[config.mk]
export PLATFORM = sky130hd
export DESIGN_NAME = clock_page_replacement_flat
export DESIGN_NICKNAME = d
export VERILOG_FILES = /design/src/sv/cpr_pkg.sv /design/src/sv/cpr_req_if.sv /design/src/sv/cpr_rsp_if.sv /design/src/sv/clock_page_replacement.sv /design/src/flat_wrapper.sv
export SDC_FILE = /design/constraint.sdc
export NUM_CORES = 1
export LEC_CHECK = 0
export ABC_CLOCK_PERIOD_IN_PS = 5100
export BUFFER_PORTS_ARGS = -buffer_cell sky130_fd_sc_hd__buf_2
export CORE_MARGIN = 1.5
export CORE_UTILIZATION = 28
export CTS_BUF_LIST = sky130_fd_sc_hd__clkbuf_8
export CTS_CLUSTER_SIZE = 25
export DETAILED_ROUTE_END_ITERATION = 7
export GPL_ROUTABILITY_DRIVEN = 0
export PLACE_DENSITY = 0.46
export SYNTH_ARGS = -nofsm -noshare
export SYNTH_HDL_FRONTEND = slang
export SYNTH_SLANG_ARGS = --single-unit
[constraint.sdc]
create_clock -name clk -period 5.1 [get_ports clk]
set_input_delay 0.255 -clock clk [delete_from_list [all_inputs] [get_ports clk]]
set_output_delay 0.255 -clock clk [all_outputs]
set_load 0.02 [all_outputs]
[src/sv/cpr_pkg.sv]
`default_nettype none

package cpr_pkg;

    // Payload field widths
    localparam int PROC_W   = 4;
    localparam int ADDR_W   = 17;
    localparam int STATUS_W = 2;
    localparam int PAGE_W   = 7;
    localparam int FRAME_W  = 4;

    // Configuration register widths
    localparam int PW_W      = 11;
    localparam int PP_W      = 7;
    localparam int FC_W      = 5;
    localparam int CFG_DATA_W = 11;
    localparam int CFG_IDX_W  = 2;

    // Configuration register indexes
    localparam logic [CFG_IDX_W-1:0] CFG_PAGE_WORDS        = 2'd0;
    localparam logic [CFG_IDX_W-1:0] CFG_PAGES_PER_PROCESS = 2'd1;
    localparam logic [CFG_IDX_W-1:0] CFG_FRAME_COUNT       = 2'd2;

    // Configuration reset values
    localparam logic [PW_W-1:0] PW_RESET = 11'd256;
    localparam logic [PP_W-1:0] PP_RESET = 7'd8;
    localparam logic [FC_W-1:0] FC_RESET = 5'd16;

    // Address limit is page_words * pages_per_process
    localparam int LIMIT_W = PW_W + PP_W;

    // One quotient bit per divider step
    localparam int DIV_STEPS = ADDR_W;
    localparam int DIV_CNT_W = $clog2(DIV_STEPS);

    typedef enum logic [STATUS_W-1:0] {
        ST_HIT  = 2'd0,
        ST_FILL = 2'd1,
        ST_REPL = 2'd2,
        ST_BAD  = 2'd3
    } status_t;

endpackage

`default_nettype wire

[src/sv/cpr_req_if.sv]
`default_nettype none

interface cpr_req_if;
    import cpr_pkg::*;

    logic              valid;
    logic              ready;
    logic [PROC_W-1:0] process;
    logic [ADDR_W-1:0] word_address;

    modport source (output valid, output process, output word_address, input ready);
    modport sink   (input valid, input process, input word_address, output ready);
endinterface

`default_nettype wire

[src/sv/cpr_rsp_if.sv]
`default_nettype none

interface cpr_rsp_if;
    import cpr_pkg::*;

    logic                valid;
    logic                ready;
    logic [STATUS_W-1:0] status;
    logic [PAGE_W-1:0]   page;
    logic [FRAME_W-1:0]  frame;
    logic [PROC_W-1:0]   victim_process;
    logic [PAGE_W-1:0]   victim_page;
    logic [FRAME_W-1:0]  hand;

    modport source (output valid, output status, output page, output frame,
                    output victim_process, output victim_page, output hand,
                    input ready);
    modport sink   (input valid, input status, input page, input frame,
                    input victim_process, input victim_page, input hand,
                    output ready);
endinterface

`default_nettype wire

[src/sv/clock_page_replacement.sv]
// Clock (second-chance) page replacement unit.
// req carries one memory access word (process, one-based word_address); rsp
// returns one result word per access: status, page, frame, victim and hand.
// cfg_we/cfg_index/cfg_data write page_words, pages_per_process and
// frame_count; write them only while no access is in flight.
// One access at a time. From acceptance to rsp.valid the steps are:
//   bad request: check, then finish
//   otherwise:   check, restoring divider (one quotient bit a cycle),
//                frame table search (one frame read a cycle),
//                clock sweep (one frame a cycle) and victim read if no frame
//                is free and the page is not found, then finish.
// req.ready is high only while the sequencer is idle, from the cycle after a
// result is loaded, so a new access is taken only once the last result is loaded.
// A finished result waits in an output register; the next access may be taken
// meanwhile, and its result is held internally until rsp.ready frees the
// output register.
// Reset clears the reference bits, the fill count, the clock hand and the
// configuration (256 words/page, 8 pages, 16 frames). Frame table contents
// are not cleared; only filled frames are ever read.
`default_nettype none

module clock_page_replacement #(
    parameter int MAX_FRAMES    = 16,
    parameter int MAX_PROCESSES = 16,
    parameter int MAX_PAGES     = 64
) (
    input  wire logic                      clk,
    input  wire logic                      rst_n,
    input  wire logic                      cfg_we,
    input  wire logic [cpr_pkg::CFG_IDX_W-1:0]  cfg_index,
    input  wire logic [cpr_pkg::CFG_DATA_W-1:0] cfg_data,
    cpr_req_if.sink                        req,
    cpr_rsp_if.source                      rsp
);
    import cpr_pkg::*;

    localparam int FIDX_W = (MAX_FRAMES > 1) ? $clog2(MAX_FRAMES) : 1;
    localparam int FCNT_W = $clog2(MAX_FRAMES + 1);
    localparam int PG_W   = (MAX_PAGES > 1) ? $clog2(MAX_PAGES + 1) : 1;
    localparam int MEM_W  = PROC_W + PG_W;

    typedef enum logic [2:0] {
        S_IDLE,
        S_CHECK,
        S_DIV,
        S_SEARCH,
        S_SWEEP,
        S_VREAD,
        S_FINISH
    } state_t;

    state_t state_reg;

    // Configuration
    logic [PW_W-1:0] pw_reg;
    logic [PP_W-1:0] pp_reg;
    logic [FC_W-1:0] fc_reg;

    // Replacement state
    logic [MEM_W-1:0]      frame_mem [MAX_FRAMES];
    logic [MEM_W-1:0]      rd_word_reg;
    logic [MAX_FRAMES-1:0] refbit_reg;
    logic [FCNT_W-1:0]     frames_used_reg;
    logic [FIDX_W-1:0]     hand_reg;

    // Access being worked on
    logic [PROC_W-1:0]  proc_reg;
    logic [ADDR_W-1:0]  addr_reg;
    logic [LIMIT_W-1:0] limit_reg;
    logic [PG_W-1:0]    page_reg;
    logic [PW_W-1:0]    rem_reg;
    logic [ADDR_W-1:0]  quo_reg;
    logic [DIV_CNT_W-1:0] div_cnt_reg;
    logic [FCNT_W-1:0]  scan_reg;
    logic               cmp_valid_reg;
    logic [FIDX_W-1:0]  cmp_idx_reg;

    // Pending result
    status_t            res_status_reg;
    logic [PAGE_W-1:0]  res_page_reg;
    logic [FIDX_W-1:0]  res_frame_reg;
    logic [PROC_W-1:0]  res_vproc_reg;
    logic [PAGE_W-1:0]  res_vpage_reg;

    // Output register
    logic                out_valid_reg;
    logic [STATUS_W-1:0] out_status_reg;
    logic [PAGE_W-1:0]   out_page_reg;
    logic [FRAME_W-1:0]  out_frame_reg;
    logic [PROC_W-1:0]   out_vproc_reg;
    logic [PAGE_W-1:0]   out_vpage_reg;
    logic [FRAME_W-1:0]  out_hand_reg;

    // Effective configuration
    logic [PW_W-1:0]   pw_eff;
    logic [PP_W-1:0]   pp_eff;
    logic [FCNT_W-1:0] nf_eff;
    logic [FCNT_W-1:0] used_eff;
    logic [FCNT_W-1:0] hand_wide;
    logic [FIDX_W-1:0] hand_adv;
    logic              free_left;
    logic              scan_more;
    logic [MEM_W-1:0]  key;
    logic              hit_now;
    logic              bad_req;

    // Divider step
    logic [PW_W:0]     trial;
    logic              qbit;
    logic [PW_W-1:0]   rem_next;
    logic [ADDR_W-1:0] quo_next;

    // Frame table port
    logic [FIDX_W-1:0] rd_addr;
    logic              mem_we;
    logic [FIDX_W-1:0] mem_waddr;

    always_comb
    begin
        pw_eff = (pw_reg == '0) ? PW_W'(1) : pw_reg;
        pp_eff = (pp_reg == '0) ? PP_W'(1) : pp_reg;
        if (int'(pp_eff) > MAX_PAGES)
        begin
            pp_eff = PP_W'(MAX_PAGES);
        end
        if (fc_reg == '0)
        begin
            nf_eff = FCNT_W'(1);
        end
        else if (int'(fc_reg) > MAX_FRAMES)
        begin
            nf_eff = FCNT_W'(MAX_FRAMES);
        end
        else
        begin
            nf_eff = FCNT_W'(fc_reg);
        end
        used_eff  = (frames_used_reg < nf_eff) ? frames_used_reg : nf_eff;
        free_left = frames_used_reg < nf_eff;
        scan_more = scan_reg < used_eff;
        hand_wide = FCNT_W'(hand_reg) + FCNT_W'(1);
        hand_adv  = (hand_wide == nf_eff) ? '0 : FIDX_W'(hand_wide);
        key       = {proc_reg, page_reg};
        hit_now   = cmp_valid_reg && (rd_word_reg == key);
        bad_req   = (addr_reg == '0) || ({1'b0, addr_reg} > limit_reg)
                    || (int'(proc_reg) >= MAX_PROCESSES);

        trial    = {rem_reg, quo_reg[ADDR_W-1]};
        qbit     = trial >= {1'b0, pw_eff};
        rem_next = qbit ? PW_W'(trial - {1'b0, pw_eff}) : PW_W'(trial);
        quo_next = {quo_reg[ADDR_W-2:0], qbit};
    end

    always_comb
    begin
        rd_addr   = (state_reg == S_SEARCH) ? scan_reg[FIDX_W-1:0] : hand_reg;
        mem_we    = 1'b0;
        mem_waddr = hand_reg;
        if (state_reg == S_SEARCH && !hit_now && !scan_more && free_left)
        begin
            mem_we    = 1'b1;
            mem_waddr = frames_used_reg[FIDX_W-1:0];
        end
        else if (state_reg == S_VREAD)
        begin
            mem_we = 1'b1;
        end
    end

    always_ff @(posedge clk)
    begin
        if (mem_we)
        begin
            frame_mem[mem_waddr] <= key;
        end
        rd_word_reg <= frame_mem[rd_addr];
    end

    assign req.ready          = (state_reg == S_IDLE);
    assign rsp.valid          = out_valid_reg;
    assign rsp.status         = out_status_reg;
    assign rsp.page           = out_page_reg;
    assign rsp.frame          = out_frame_reg;
    assign rsp.victim_process = out_vproc_reg;
    assign rsp.victim_page    = out_vpage_reg;
    assign rsp.hand           = out_hand_reg;

    always_ff @(posedge clk or negedge rst_n)
    begin
        if (!rst_n)
        begin
            state_reg       <= S_IDLE;
            pw_reg          <= PW_RESET;
            pp_reg          <= PP_RESET;
            fc_reg          <= FC_RESET;
            refbit_reg      <= '0;
            frames_used_reg <= '0;
            hand_reg        <= '0;
            cmp_valid_reg   <= 1'b0;
            out_valid_reg   <= 1'b0;
        end
        else
        begin
            if (cfg_we)
            begin
                case (cfg_index)
                    CFG_PAGE_WORDS:        pw_reg <= cfg_data[PW_W-1:0];
                    CFG_PAGES_PER_PROCESS: pp_reg <= cfg_data[PP_W-1:0];
                    CFG_FRAME_COUNT:       fc_reg <= cfg_data[FC_W-1:0];
                    default:               ;
                endcase
            end

            if (out_valid_reg && rsp.ready && state_reg != S_FINISH)
            begin
                out_valid_reg <= 1'b0;
            end

            case (state_reg)
                S_IDLE:
                begin
                    if (req.valid)
                    begin
                        proc_reg  <= req.process;
                        addr_reg  <= req.word_address;
                        limit_reg <= LIMIT_W'({{PP_W{1'b0}}, pw_eff}
                                              * {{PW_W{1'b0}}, pp_eff});
                        state_reg <= S_CHECK;
                    end
                end

                S_CHECK:
                begin
                    if (bad_req)
                    begin
                        res_status_reg <= ST_BAD;
                        res_page_reg   <= '0;
                        res_frame_reg  <= '0;
                        res_vproc_reg  <= '0;
                        res_vpage_reg  <= '0;
                        state_reg      <= S_FINISH;
                    end
                    else
                    begin
                        // wrap a hand left beyond a shrunk frame count
                        if (FCNT_W'(hand_reg) >= nf_eff)
                        begin
                            hand_reg <= '0;
                        end
                        rem_reg     <= '0;
                        quo_reg     <= addr_reg - ADDR_W'(1);
                        div_cnt_reg <= '0;
                        state_reg   <= S_DIV;
                    end
                end

                S_DIV:
                begin
                    rem_reg     <= rem_next;
                    quo_reg     <= quo_next;
                    div_cnt_reg <= div_cnt_reg + DIV_CNT_W'(1);
                    if (div_cnt_reg == DIV_CNT_W'(DIV_STEPS - 1))
                    begin
                        page_reg      <= PG_W'(quo_next) + PG_W'(1);
                        res_page_reg  <= PAGE_W'(PG_W'(quo_next) + PG_W'(1));
                        scan_reg      <= '0;
                        cmp_valid_reg <= 1'b0;
                        state_reg     <= S_SEARCH;
                    end
                end

                S_SEARCH:
                begin
                    if (hit_now)
                    begin
                        refbit_reg[cmp_idx_reg] <= 1'b1;
                        res_status_reg <= ST_HIT;
                        res_frame_reg  <= cmp_idx_reg;
                        res_vproc_reg  <= '0;
                        res_vpage_reg  <= '0;
                        cmp_valid_reg  <= 1'b0;
                        state_reg      <= S_FINISH;
                    end
                    else if (scan_more)
                    begin
                        // read issued now, compared next cycle
                        cmp_valid_reg <= 1'b1;
                        cmp_idx_reg   <= scan_reg[FIDX_W-1:0];
                        scan_reg      <= scan_reg + FCNT_W'(1);
                    end
                    else if (free_left)
                    begin
                        refbit_reg[frames_used_reg[FIDX_W-1:0]] <= 1'b1;
                        frames_used_reg <= frames_used_reg + FCNT_W'(1);
                        hand_reg        <= hand_adv;
                        res_status_reg  <= ST_FILL;
                        res_frame_reg   <= frames_used_reg[FIDX_W-1:0];
                        res_vproc_reg   <= '0;
                        res_vpage_reg   <= '0;
                        cmp_valid_reg   <= 1'b0;
                        state_reg       <= S_FINISH;
                    end
                    else
                    begin
                        cmp_valid_reg <= 1'b0;
                        state_reg     <= S_SWEEP;
                    end
                end

                S_SWEEP:
                begin
                    // second chance: clear and advance past referenced frames
                    if (refbit_reg[hand_reg])
                    begin
                        refbit_reg[hand_reg] <= 1'b0;
                        hand_reg             <= hand_adv;
                    end
                    else
                    begin
                        state_reg <= S_VREAD;
                    end
                end

                S_VREAD:
                begin
                    refbit_reg[hand_reg] <= 1'b1;
                    res_status_reg <= ST_REPL;
                    res_frame_reg  <= hand_reg;
                    res_vproc_reg  <= rd_word_reg[MEM_W-1 -: PROC_W];
                    res_vpage_reg  <= PAGE_W'(rd_word_reg[PG_W-1:0]);
                    hand_reg       <= hand_adv;
                    state_reg      <= S_FINISH;
                end

                S_FINISH:
                begin
                    // hold until the output register is free
                    if (!out_valid_reg || rsp.ready)
                    begin
                        out_valid_reg  <= 1'b1;
                        out_status_reg <= res_status_reg;
                        out_page_reg   <= res_page_reg;
                        out_frame_reg  <= FRAME_W'(res_frame_reg);
                        out_vproc_reg  <= res_vproc_reg;
                        out_vpage_reg  <= res_vpage_reg;
                        out_hand_reg   <= FRAME_W'(hand_reg);
                        state_reg      <= S_IDLE;
                    end
                end

                default:
                begin
                    state_reg <= S_IDLE;
                end
            endcase
        end
    end

`ifndef SYNTH
    a_accept_starts_check: assert property (@(posedge clk) disable iff (!rst_n)
        req.valid && req.ready |=> state_reg == S_CHECK)
        else $error("accepted word did not start the check step");

    a_output_loads_from_finish: assert property (@(posedge clk) disable iff (!rst_n)
        $rose(out_valid_reg) |-> $past(state_reg == S_FINISH))
        else $error("result word appeared outside the finish step");

    a_result_frame_referenced: assert property (@(posedge clk) disable iff (!rst_n)
        state_reg == S_FINISH && res_status_reg != ST_BAD |-> refbit_reg[res_frame_reg])
        else $error("frame holding the page has a clear reference bit");

    a_divider_count: assert property (@(posedge clk) disable iff (!rst_n)
        state_reg == S_DIV |-> div_cnt_reg < DIV_CNT_W'(DIV_STEPS))
        else $error("divider ran past its step count");
`endif

endmodule

`default_nettype wire
[src/flat_wrapper.sv]
// flat-port wrapper written by rule: the top's interface ports become plain ports
module clock_page_replacement_flat import cpr_pkg::*;
#(
    parameter int MAX_FRAMES    = 16,
    parameter int MAX_PROCESSES = 16,
    parameter int MAX_PAGES     = 64
)
  (clk, rst_n, cfg_we, cfg_index, cfg_data, req_valid, req_process, req_word_address, req_ready, rsp_valid, rsp_status, rsp_page, rsp_frame, rsp_victim_process, rsp_victim_page, rsp_hand, rsp_ready);
  cpr_req_if req_i ();
  cpr_rsp_if rsp_i ();
  input  wire logic clk;
  input  wire logic rst_n;
  input  wire logic cfg_we;
  input  wire logic [cpr_pkg::CFG_IDX_W-1:0] cfg_index;
  input  wire logic [cpr_pkg::CFG_DATA_W-1:0] cfg_data;
  input wire logic [$bits(req_i.valid)-1:0] req_valid;
  input wire logic [$bits(req_i.process)-1:0] req_process;
  input wire logic [$bits(req_i.word_address)-1:0] req_word_address;
  output wire logic [$bits(req_i.ready)-1:0] req_ready;
  output wire logic [$bits(rsp_i.valid)-1:0] rsp_valid;
  output wire logic [$bits(rsp_i.status)-1:0] rsp_status;
  output wire logic [$bits(rsp_i.page)-1:0] rsp_page;
  output wire logic [$bits(rsp_i.frame)-1:0] rsp_frame;
  output wire logic [$bits(rsp_i.victim_process)-1:0] rsp_victim_process;
  output wire logic [$bits(rsp_i.victim_page)-1:0] rsp_victim_page;
  output wire logic [$bits(rsp_i.hand)-1:0] rsp_hand;
  input wire logic [$bits(rsp_i.ready)-1:0] rsp_ready;
  assign req_i.valid = req_valid;
  assign req_i.process = req_process;
  assign req_i.word_address = req_word_address;
  assign req_ready = req_i.ready;
  assign rsp_valid = rsp_i.valid;
  assign rsp_status = rsp_i.status;
  assign rsp_page = rsp_i.page;
  assign rsp_frame = rsp_i.frame;
  assign rsp_victim_process = rsp_i.victim_process;
  assign rsp_victim_page = rsp_i.victim_page;
  assign rsp_hand = rsp_i.hand;
  assign rsp_i.ready = rsp_ready;
  clock_page_replacement #(.MAX_FRAMES(MAX_FRAMES), .MAX_PROCESSES(MAX_PROCESSES), .MAX_PAGES(MAX_PAGES)) u_core (.clk(clk), .rst_n(rst_n), .cfg_we(cfg_we), .cfg_index(cfg_index), .cfg_data(cfg_data), .req(req_i), .rsp(rsp_i));
endmodule
# == Yosys cells after proc, flatten, opt, wreduce, memory -nomap -nowiden ==
# Memories as Yosys holds them, arrays and structs flattened. A register that Yosys moved wholly into a read port is not among the register bits.
# Cells that the tools add are included.
# totals
ff_bits,193
mem_bits_rw,176
wordCells,206
mem_count,1
# memory_table
name,words,width,rd,rd_clocked_by_memory_dff,write_ports,line,rtl
u_core.frame_mem,16,11,1,1,1,clock_page_replacement.sv:60,logic [MEM_W-1:0] frame_mem [MAX_FRAMES];
# classes
add_sub_neg,7
mul,1
order_cmp,13
eq_ne,26
n_mux,81
bitwise_logic,7
reduce_logical,41
# op_table
cell,count
16-bit two-way mux,4
4-bit two-way mux,16
7-bit two-way mux,7
16-bit bitwise OR,3
16-bit case mux with 3 select lines,1
5-bit two-way mux,7
17-bit case mux with 2 select lines,1
11-bit two-way mux,3
4-bit case mux with 3 select lines,2
11-bit case mux with 2 select lines,1
3-bit two-way mux,7
3-bit case mux with 7 select lines,1
7-bit case mux with 3 select lines,1
5-bit case mux with 2 select lines,2
17-bit by 18-bit > comparator with 1-bit output,1
11-bit by 7-bit multiplier with 18-bit output,1
17-bit logical NOT,1
17-bit two-way mux,1
17-bit by 1-bit subtractor with 17-bit output (second input constant),1
16-bit bitwise AND,1
16-bit inverter,1
4-bit case mux with 4 select lines,1
4-bit AND reduction,4
5-bit by 1-bit adder with 5-bit output (second input constant),3
other kinds (45),105

# == Depth between registers and ports, before layout ==
# logic_depth
depth_word,12
mapped_depth,20
depth_no_buf,19

# == Worst setup path after synthesis ==
# OpenSTA, ideal clock, no wires.
# synth_path
kind,register -> register
start,register u_core.pw_reg[1]
end,"register u_core.limit_reg[16], data pin"
arrival_time_ns,4.739
setup_slack_ns,0.104
path_stages_with_launch,20
path_buffers,1
path_cell_list,dfrtp_1 clkbuf_1 nor4_1 a41o_1 nand2_1 fa_1 fa_1 inv_1 fa_1 inv_1 fa_1 inv_1 ha_1 or3_1 o21ai_0 inv_1 a311oi_1 o21ai_0 a21oi_1 xnor2_1
# synth_via
elab_chain_len,3
# synth_lines
item,line,rtl
start: declaration,clock_page_replacement.sv:55,logic [PW_W-1:0] pw_reg;
start signal: assignment,clock_page_replacement.sv:207,CFG_PAGE_WORDS: pw_reg <= cfg_data[PW_W-1:0];
11-bit logical NOT,clock_page_replacement.sv:120,pw_eff = (pw_reg == '0) ? PW_W'(1) : pw_reg;
11-bit two-way mux *,clock_page_replacement.sv:120,
11-bit by 7-bit multiplier with 18-bit output *,clock_page_replacement.sv:227,"* {{PW_W{1'b0}}, pp_eff});"
end signal: assignment,clock_page_replacement.sv:226,"limit_reg <= LIMIT_W'({{PP_W{1'b0}}, pw_eff}"
end: declaration,clock_page_replacement.sv:69,logic [LIMIT_W-1:0] limit_reg;
# Mark *: on every way between the ends. The rest lies on a longest branch, timed or not.
# A chain may end at the register's enable or synchronous reset.

# == Final worst setup path ==
# layout_path
start,register u_core.pp_reg[6]
end,"register u_core.limit_reg[17], data pin"
# layout_via
elab_chain_len,5
# layout_lines
item,line,rtl
start: declaration,clock_page_replacement.sv:56,logic [PP_W-1:0] pp_reg;
start signal: assignment,clock_page_replacement.sv:208,CFG_PAGES_PER_PROCESS: pp_reg <= cfg_data[PP_W-1:0];
7-bit logical NOT,clock_page_replacement.sv:121,pp_eff = (pp_reg == '0) ? PP_W'(1) : pp_reg;
7-bit two-way mux *,clock_page_replacement.sv:121,
7-bit > comparator,clock_page_replacement.sv:122,if (int'(pp_eff) > MAX_PAGES)
7-bit two-way mux *,clock_page_replacement.sv:122,
11-bit by 7-bit multiplier with 18-bit output *,clock_page_replacement.sv:227,
# Marks and branches as above.

==> reports/results.tsv <==
stage	metric	value	unit
yosys	synth_net_count	1688	
sta	slew_violations	0	
sta	fmax	0.204	GHz
yosys	postSynthRegisterBits	380	
floorplanning	floorplan_die_area	71500	um2
setup_path	crit_path_max_fanout	9	
setup_path	criticalPathCategory	flip-flop to flip-flop	
layout	post_route_cells_drive_above_1_share	18.5	%
clock_network	clock-root-buffer	sky130_fd_sc_hd__clkbuf_8	
yosys	syn_area_per_cell	12.9	um2
routing	routed_wire_length_per_instance	18.6	um
sta	post-route-period-util	96.3	%
setup_path	critPathCaptureType	flip-flop	
sta	finClkSkew	29.3	ps
sta	tns	0	ps
yosys	gate_count_post_synth	1515	
clock_network	cts_tree	done	
clock_network	cts.clk_slew.worst_paths	60	ps
layout	postLayoutCoreUtil	33.5	%
floorplanning	placement_rows	96	
routing	routed_wirelength	49.7	mm
grt	grt_usage	14.1	%
setup_path	worst_setup_path_start_kind	flip-flop	
layout	final-instance-count-excl-fill	2677	
grt	residual_overflow_from_global_routing	0	
floorplanning	core_area	68900	um2
routing	final_antenna_net_count	0	
sta	finalHoldViolCount	0	
yosys	synth_seq_area_share	56.4	%
clock_network	numCtsBuffers	69	
layout	largest_register_ff_count	176	
yosys	synthesis.area	19600	um2
hold_path	worst_hold_path_type	input port to flip-flop	
run_status	outcome	completed	
clock_network	clk_latency	650	ps
pwr	peakVddDrop	0.161	mV
routing	route.detailed.drc	0	
floorplanning	die_width	267	um
sta	fin_hold_ws	84.9	ps
grt	grt_pass1_vias	13000	
yosys	post_synth_num_cell_types	81	
grt	grt_pass1_wl	77.1	mm
sta	report.final.setup_viol	0	
setup_path	cp_data_arrival_time	5290	ps
placement	place_inst	2511	
floorplanning	die-height	267	um
placement	io_buffers	68	
yosys	post-synth-top-area-fraction	48.5	%
pwr	power_leakage	0.00868	uW
pwr	power_density	457	nW/um2
yosys	async_flop_share	13.9	%
yosys	ys.flop_type	sky130_fd_sc_hd__edfxtp_1	
yosys	synth-edff-count	316	
sta	max_slew.worst_pin.slew	1090	ps
job	max_cap_check_violation_count	0	
clock_network	cts_sinks	380	
clock_network	cts_max_level	3	
grt	grt_antenna_before_repair	1	
routing	route.detailed.vias_per_inst	4.68	
yosys	synth-warning-count	0	
routing	drt_first_pass_iters	5	
grt	largest_net_degree_at_the_start_of_global_routing	45	
yosys	yosys-top-cells-area	sky130_fd_sc_hd__edfxtp_1 48%, sky130_fd_sc_hd__dfrtp_1 6.4%, sky130_fd_sc_hd__ha_1 5.7%	
placement	dp_hpwl	33.8	mm
layout	final_net_count	1862	
routing	dr_total_vias	12500	
setup_path	timing.critical_path.required	5480	ps
yosys	synth.largest_area_cell	sky130_fd_sc_hd__edfxtp_1	
layout	layout-area-overhead-vs-synth	17.8	%
clock_network	clock_tree.buffer_depth	3	
sta	slew-limit-headroom	27.4	%
floorplanning	boundaryPins	69	
floorplanning	starting_utilization_of_the_core_area	28.4	%
routing	drt_iter0_markers	779	
sta	final_min_period	4910	ps
[report_power, final]
part | switching (uW) | internal, uW
clock network | 1340 | 1520
logic | 2040 | 1490
registers | 323 | 3840
[cell usage after synthesis (13+ instances only)]
| master | number |
|---|---|
| sky130_fd_sc_hd__a211oi_1 | 20 |
| sky130_fd_sc_hd__xnor2_1 | 50 |
| sky130_fd_sc_hd__nor2b_1 | 16 |
| sky130_fd_sc_hd__nand4_1 | 13 |
| sky130_fd_sc_hd__nor3_1 | 28 |
| sky130_fd_sc_hd__a21oi_1 | 57 |
| sky130_fd_sc_hd__ha_1 | 89 |
| sky130_fd_sc_hd__edfxtp_1 | 316 |
| sky130_fd_sc_hd__inv_1 | 102 |
| sky130_fd_sc_hd__fa_1 | 45 |
| sky130_fd_sc_hd__o22ai_1 | 16 |
| sky130_fd_sc_hd__nor2_1 | 72 |
| sky130_fd_sc_hd__mux2i_1 | 14 |
| sky130_fd_sc_hd__mux4_2 | 47 |
| sky130_fd_sc_hd__nand2_1 | 152 |
| sky130_fd_sc_hd__dfrtp_1 | 50 |
| sky130_fd_sc_hd__a31oi_1 | 26 |
| sky130_fd_sc_hd__clkbuf_1 | 46 |
| sky130_fd_sc_hd__and2_1 | 67 |
| sky130_fd_sc_hd__nand3_1 | 38 |
| sky130_fd_sc_hd__mux2_2 | 14 |
| sky130_fd_sc_hd__nand2b_1 | 13 |
| sky130_fd_sc_hd__o21ai_0 | 54 |
[critical path, stage by stage, from the launching register on]
cell and delay [ps]:
sky130_fd_sc_hd__dfrtp_2 460, sky130_fd_sc_hd__buf_4 180, sky130_fd_sc_hd__and2_1 170, sky130_fd_sc_hd__fa_1 530, sky130_fd_sc_hd__inv_1 60, sky130_fd_sc_hd__fa_1 540
sky130_fd_sc_hd__inv_1 60, sky130_fd_sc_hd__fa_1 530, sky130_fd_sc_hd__inv_1 60, sky130_fd_sc_hd__fa_1 530, sky130_fd_sc_hd__inv_1 40, sky130_fd_sc_hd__ha_1 350
sky130_fd_sc_hd__and2_1 190, sky130_fd_sc_hd__a31o_2 220, sky130_fd_sc_hd__a211o_1 290, sky130_fd_sc_hd__a31o_2 230, sky130_fd_sc_hd__a21oi_1 160, sky130_fd_sc_hd__xnor2_1 80
[cell families (layout without fill, tap and decap cells)]
kind of cell | count (synthesis) | after routing | synth area share, %
muxes | 80 | 80 | 7.50
buffers and inverters | 165 | 393 | 3.50
adders and majority gates | 134 | 134 | 10.3
and+or+nand+nor | 446 | 446 | 11.3
xor gates and xnor gates | 62 | 62 | 2.77
AOI/OAI and AO/OA | 248 | 248 | 8.22
other | 0 | 3 | 0
DFF | 380 | 380 | 56.4
[per-stage QoR]
stage / total power [uW] / area, um2 / setup WS (ps)
floorplan: 6720 / 19600 / 104
global placement: 7710 / 21300 / 91.2
detailed placement: 7730 / 21300 / 46.7
CTS: 10700 / 23000 / 60.6
global route: 11300 / 23100 / -26.2
finish: 10500 / 23100 / 190
[routing by layer]
| metal | GRT usage (%) | up-vias | routed length, um |
|---|---|---|---|
| met2 | 22.6 | 230 | 23200 |
| met1 | 19.2 | 6262 | 23400 |
| met4 | 5.16 | 0 | 1350 |
| met3 | 2.45 | 86 | 1810 |
| met5 | 0 | - | 0 |
| li1 | - | 5955 | - |
[path summary, 6_finish.rpt]
path                                               from                         to  slack, ps  cells past startpoint
worst max-delay path                   u_core.pp_reg[6]       u_core.limit_reg[17]        190                     17
worst min-delay path                       cfg_index[0]           u_core.pw_reg[4]         80                      4
worst max register to register         u_core.pp_reg[6]       u_core.limit_reg[17]        190                     17
worst min register to register  u_core.res_vpage_reg[4]  u_core.rsp.victim_page[4]        400                      0
max in group asynchronous                         rst_n       u_core.cmp_valid_reg       4070                      3
min in group asynchronous                         rst_n           u_core.pp_reg[0]        100                      2
[layout make-up]
class                           count  area (um2)
Clock buffer                       74        1020
Fill cell                        6904       45900
Antenna cell                        3        7.51
Sequential cell                   380       11000
Clock inverter                     51         330
Timing Repair Buffer              165        1170
Multi-Input combinational cell    970        7950
Tap cell                          931        1160
Inverter                          103         387
[what timing repair did]
item | in CTS | in global routing
hold buffers | 35 | 0
endpoints found under the setup margin | 0 | 114
hold endpoints to repair | 64 | 0
buffers inserted | 0 | 3
resized for setup | 0 | 13
[placed cells by master, fill, tap and decap left out, types with 50 or more instances in the layout]
cell	n
sky130_fd_sc_hd__a21oi_1	57
sky130_fd_sc_hd__and2_1	67
sky130_fd_sc_hd__buf_2	68
sky130_fd_sc_hd__buf_4	60
sky130_fd_sc_hd__clkbuf_8	74
sky130_fd_sc_hd__edfxtp_1	316
sky130_fd_sc_hd__ha_1	89
sky130_fd_sc_hd__inv_1	132
sky130_fd_sc_hd__nand2_1	152
sky130_fd_sc_hd__nor2_1	70
sky130_fd_sc_hd__o21ai_0	53
sky130_fd_sc_hd__xnor2_1	50
No activity file was read; power rests on OpenSTA's default activity.
